===== src/sv/fbfl_pkg.sv =====
// Package for the fixed block free-list allocator.
// Holds sizes, widths, result codes and the controller/datapath interface types.
// No dependencies.
package fbfl_pkg;

	localparam int BLOCKS_PER_CHUNK = 256;
	localparam int MAX_CHUNKS = 4;
	localparam int POINTER_BYTES = 8;
	localparam int BLOCK_BYTES_RESET = 64;

	localparam int TYPE_W = 1;
	localparam int SIZE_W = 16;
	localparam int IDX_W = 10;
	localparam int GSIZE_W = 17;
	localparam int STAT_W = 2;
	localparam int LINK_W = IDX_W + 1;
	localparam int LINK_DEPTH = 1 << IDX_W;
	localparam int FL_W = $clog2(BLOCKS_PER_CHUNK + 1);
	localparam int CC_W = $clog2(MAX_CHUNKS + 1);
	localparam int PROD_W = CC_W + FL_W;

	localparam int IN_TDATA_W = ((SIZE_W + IDX_W + 7) / 8) * 8;
	localparam int IN_TUSER_W = TYPE_W;
	localparam int OUT_TDATA_W = ((IDX_W + GSIZE_W + 7) / 8) * 8;
	localparam int OUT_TUSER_W = 1 + STAT_W;

	localparam logic [TYPE_W-1:0] REQ_ALLOC = 1'b0;
	localparam logic [TYPE_W-1:0] REQ_FREE = 1'b1;

	typedef enum logic [STAT_W-1:0] {
		STAT_DONE = 2'd0,
		STAT_BIG = 2'd1,
		STAT_EXH = 2'd2
	} stat_t;

	typedef enum logic [2:0] {
		RES_FREE,
		RES_BIG,
		RES_EXH,
		RES_FRESH,
		RES_POP
	} res_sel_t;

	typedef struct packed {
		logic push;
		logic pop_read;
		logic pop_finish;
		logic fresh_take;
		logic load_out;
		res_sel_t res_sel;
	} dp_cmd_t;

	typedef struct packed {
		logic is_free;
		logic too_big;
		logic head_valid;
		logic fresh_ok;
	} dp_stat_t;

endpackage


===== src/sv/fbfl_ctrl.sv =====
// Controller of the fixed block free-list allocator: request sequencing and
// result handshake. Uses fbfl_pkg; drives fbfl_dpath through dp_cmd_t.
module fbfl_ctrl import fbfl_pkg::*; (
	input  logic     clk,
	input  logic     arst_n,
	input  logic     in_valid,
	output logic     in_ready,
	output logic     out_valid,
	input  logic     out_ready,
	input  dp_stat_t stat,
	output dp_cmd_t  cmd
);

	typedef enum logic [1:0] {
		ST_IDLE = 2'b01,
		ST_POP  = 2'b10
	} state_t;

	state_t state_q;
	state_t state_nxt;
	logic   out_valid_q;
	logic   out_free;
	logic   accept;

	assign out_free  = !out_valid_q || out_ready;
	assign in_ready  = (state_q == ST_IDLE) && out_free;
	assign accept    = in_valid && in_ready;
	assign out_valid = out_valid_q;

	always_comb begin
		cmd       = '0;
		cmd.res_sel = RES_FREE;
		state_nxt = state_q;
		case (state_q)
			ST_IDLE: begin
				if (accept) begin
					if (stat.is_free) begin
						cmd.push     = 1'b1;
						cmd.load_out = 1'b1;
						cmd.res_sel  = RES_FREE;
					end else if (stat.too_big) begin
						cmd.load_out = 1'b1;
						cmd.res_sel  = RES_BIG;
					end else if (stat.head_valid) begin
						cmd.pop_read = 1'b1;
						state_nxt    = ST_POP;
					end else if (stat.fresh_ok) begin
						cmd.fresh_take = 1'b1;
						cmd.load_out   = 1'b1;
						cmd.res_sel    = RES_FRESH;
					end else begin
						cmd.load_out = 1'b1;
						cmd.res_sel  = RES_EXH;
					end
				end
			end
			ST_POP: begin
				if (out_free) begin
					cmd.pop_finish = 1'b1;
					cmd.load_out   = 1'b1;
					cmd.res_sel    = RES_POP;
					state_nxt      = ST_IDLE;
				end
			end
			default: begin
				state_nxt = ST_IDLE;
			end
		endcase
	end

	always_ff @(posedge clk or negedge arst_n) begin
		if (!arst_n) begin
			state_q     <= ST_IDLE;
			out_valid_q <= 1'b0;
		end else begin
			state_q <= state_nxt;
			if (cmd.load_out) begin
				out_valid_q <= 1'b1;
			end else if (out_ready) begin
				out_valid_q <= 1'b0;
			end
		end
	end

endmodule


===== config.mk =====
export PLATFORM = sky130hd
export DESIGN_NAME = fbfl_ctrl
export DESIGN_NICKNAME = d
export VERILOG_FILES = /design/src/sv/fbfl_pkg.sv /design/src/sv/fbfl_ctrl.sv
export SDC_FILE = /design/constraint.sdc
export NUM_CORES = 1
export LEC_CHECK = 0
export BUFFER_PORTS_ARGS = -buffer_cell sky130_fd_sc_hd__buf_4
export CAP_MARGIN = 0
export CORE_AREA = 2 2 39 41
export DETAILED_ROUTE_END_ITERATION = 6
export DIE_AREA = 0 0 41 43
export PLACE_DENSITY = 0.48
export SLEW_MARGIN = 10
export SYNTH_ARGS = -nofsm -noshare
export SYNTH_HDL_FRONTEND = slang
export SYNTH_SLANG_ARGS = --single-unit

===== constraint.sdc =====
create_clock -name clk -period 1.87 [get_ports clk]
set_clock_uncertainty 0.15 [all_clocks]
set_input_delay 0 -clock clk [delete_from_list [all_inputs] [get_ports clk]]
set_output_delay 0 -clock clk [all_outputs]
set_load 0.02 [all_outputs]

---- Yosys cells after proc, flatten, opt, wreduce, memory -nomap -nowiden ----
Index checks and enable logic that the tools add are counted.
word-level totals
  register bits after elaboration ......... 3
  input bits .............................. 8
  output and inout port bits .............. 10
  logic and storage cells ................. 42
cells by class
  eq/ne operators ......................... 7
  mux-type cells .......................... 27
  reduce and logical (&&, ||, !) cells .... 6
operators with widths
  cell                count
  $mux 2              7
  $mux 1              13
  $mux 4              3
  $mux 5              2
  $ne 2x2->1 const B  5
  $pmux 4 s2          1
  $reduce_and 5->1    1
  $pmux 2 s2          1
  $eq 2x1->1 const B  1
  $eq 2x2->1 const B  1
  $logic_and 1x1->1   2
  $reduce_bool 2->1   1
  $logic_not 1->1     1
  $logic_or 1x1->1    1

---- Depth between registers and ports, before layout ----
  depth after elaboration ................. 7
  gate-level depth with buffers ........... 4
  depth with buffers taken out ............ 4

---- Worst setup path before layout ----
Ideal clock, no wire load.
  path type ............................... reg-to-output
  start point ............................. register state_q[0]
  end point ............................... output cmd[4] in the netlist's numbering
  arrival time ............................ 1.573 ns
  required time ........................... 1.720 ns
  slack ................................... 0.147 ns
  cell stages (with the launch flop) ...... 4
  path buffers ............................ 0
  cell sequence ........................... dfstp_2 -> ha_1 -> nand3_4 -> nor4_1
RTL lines
  item                    RTL line         source
  start, declared         fbfl_ctrl.sv:19  state_t state_q;
  start signal, assigned  fbfl_ctrl.sv:76  state_q <= state_nxt;
  end, declared           fbfl_ctrl.sv:11  output dp_cmd_t cmd

==> out/metrics.csv <==
metric,value,unit
status,"finished, final reports clean",
maxSlewViolCount,0,
final_hold_viol_count,0,
synth_seq_cells,3,
worstSetupStartpointType,flop,
postRouteAntennaNets,0,
timing.hold.ws,0.0207,ns
totalWireLength,719,µm
synth_edf_count,0,
setup_viol_count_final,0,
synth_cells,31,
rows,14,
worst_ir_drop_vdd,0.496,mV
post_cts.repair.setup_buffers,0,
layout.nets,68,
clock_path_buffers,2,
grt_max_degree,7,
fin_cells,73,
initial_core_util,20.0,%
dpl_cell_area,424,µm²
period_minus_slack,1.77,ns
power_density,1400,nW/µm²
n_antenna_cell,0,
final_area,526,µm²
leakagePower,0.252,nW
maxCapViolations,0,
cts_tree,yes,
antenna_found_initial,0,
dieArea,1760,µm²
drt_iter0_drc,2,
syn-mean-instance-area,8.92,µm²
synth_cell_types,21,
vias,321,
place.gp.congestion,0.641,
firstDrtPassIters,2,
cts.reportedPaths.clkPinSlew,0.04,ns
grt_pass1_vias,269,
area_growth,90.0,%
tns,0,ns
numCtsBuffers,3,
dpl_worst_slack,0.234,ns
setup_slack,0.103,ns
arrival,1.62,ns
min_period_over_period,94.5,%
htree_levels,1,
chipWidth,41,µm
seq_area_frac_synth,27.6,%
tightest_slew,0.282,ns
rsz0062_at_grt,no,
dp_hpwl,552,µm
clock_latency,0.23,ns
ioPinCount,18,
core-area,1380,µm²
synth-async-reset-ratio,100,%
dp_cells,64,
syn_area,277,µm²
cts_root_buffer,clkbuf_4,
criticalPathCategory,flop to output port,
path_max_fanout,4,
end_kind,output port,
grt_pass1_wl,1010,µm
hold_class,input pin to flop,
max_freq,0.566,GHz
grt.total_usage,8.63,%
design_power_total,0.736,mW
wl_per_cell,9.85,µm
synth_warnings,0,
slew-limit-headroom,81.2,%
cts_sinks,3,
synth_ff_type,dfrtp_1,
fin_util,38.0,%
required,1.72,ns
drive_above_1_share,49.1,%
synth.net_count,41,
io_buffer_count,17,
grt_overflow,0,
via_per_inst,4.40,
die_y,43,µm
drcViolationCount,0,
==> final cells by class <==
| class | instances | area [µm²] |
|---|---|---|
| fill | 147 | 858 |
| multi-input combinational | 24 | 210 |
| timing repair buffer | 22 | 178 |
| sequential | 3 | 76.3 |
| clock buffer | 4 | 26.3 |
| tap | 16 | 20.0 |
| inverter | 4 | 15.0 |
==> layer usage <==
| metal | GRT usage, % | share of wire, % | wire length, µm |
|---|---|---|---|
| met2 | 11.9 | 48 | 345 |
| met4 | 8.00 | 0 | 0 |
| met1 | 10.6 | 42 | 305 |
| met3 | 1.57 | 9.5 | 68 |
| met5 | 0 | 0 | 0 |
==> placed cells by master, fill, tap and decap left out, drive strengths merged <==
| cell type | synthesis | layout |
|---|---|---|
| inv | 4 | 4 |
| o22a | 1 | 1 |
| dlygate4sd3 | 0 | 5 |
| nand4 | 1 | 1 |
| nor4 | 2 | 2 |
| a22oi | 1 | 1 |
| a2111oi | 1 | 1 |
| clkbuf | 0 | 4 |
| nand3 | 2 | 2 |
| nand2b | 2 | 2 |
| a21oi | 2 | 2 |
| nor2 | 3 | 3 |
| nor2b | 1 | 1 |
| dfstp | 1 | 1 |
| or3b | 1 | 1 |
| and3 | 1 | 1 |
| nand2 | 2 | 2 |
| dfrtp | 2 | 2 |
| buf | 0 | 17 |
| and2 | 1 | 1 |
| ha | 2 | 2 |
| o211ai | 1 | 1 |
==> power by group <==
part | switching [mW] | total, mW | leakage, nW | internal, mW
registers | 0.0385 | 0.141 | 0.0365 | 0.103
clock network | 0.0338 | 0.114 | 0.0150 | 0.0800
logic | 0.250 | 0.481 | 0.201 | 0.231
total | 0.322 | 0.736 | 0.252 | 0.414
==> logic make-up (layout without fill, tap and decap cells) <==
| group | count (synthesis) | count (layout) | synth area share (%) |
|---|---|---|---|
| buf+inv | 4 | 30 | 5.43 |
| fa+ha+maj | 2 | 2 | 9.05 |
| compound gates | 6 | 6 | 17.6 |
| flops | 3 | 3 | 27.6 |
| simple gates | 16 | 16 | 40.3 |
==> path summary, 6_finish.rpt <==
check / startpoint / end / slack (ns) / depth (start not counted)
max: state_q[0]$_DFFE_PN1P_ / cmd[0] / 0.10 / 4
min: stat[3] / state_q[1]$_DFFE_PN0P_ / 0.02 / 3
max reg2reg: state_q[0]$_DFFE_PN1P_ / state_q[0]$_DFFE_PN1P_ / 0.56 / 4
min reg2reg: state_q[0]$_DFFE_PN1P_ / state_q[0]$_DFFE_PN1P_ / 0.39 / 1
max in group asynchronous: arst_n / out_valid$_DFFE_PN0P_ / 0.96 / 3
min in group asynchronous: arst_n / state_q[0]$_DFFE_PN1P_ / 0.10 / 2
==> registers in the layout, indices dropped and copies added, names as in the netlist <==
| register | flops |
|---|---|
| out_valid | 1 |
| state_q | 2 |
==> synth_stat cells, types with 2 or more instances <==
| cell type | instances | share of area [%] |
|---|---|---|
| nor2_1 | 3 | 4.1 |
| nand2_1 | 2 | 2.7 |
| inv_1 | 4 | 5.4 |
| nor4_1 | 2 | 4.5 |
| a21oi_1 | 2 | 3.6 |
| dfrtp_1 | 2 | 18 |
| ha_1 | 2 | 9.0 |
==> worst max-delay path: stages, from the launching register on <==
cell       delay (ns)
dfstp_2          0.56
inv_1            0.08
ha_4             0.26
a2111oi_2        0.29
buf_4            0.20
==> timing repair <==
item | CTS | global route
resized for setup | 1 | 2
hold buffers | 5 | 0
setup endpoints to repair | 1 | 1
hold endpoints to repair | 5 | 0
No activity file was read; power rests on OpenSTA's default activity.
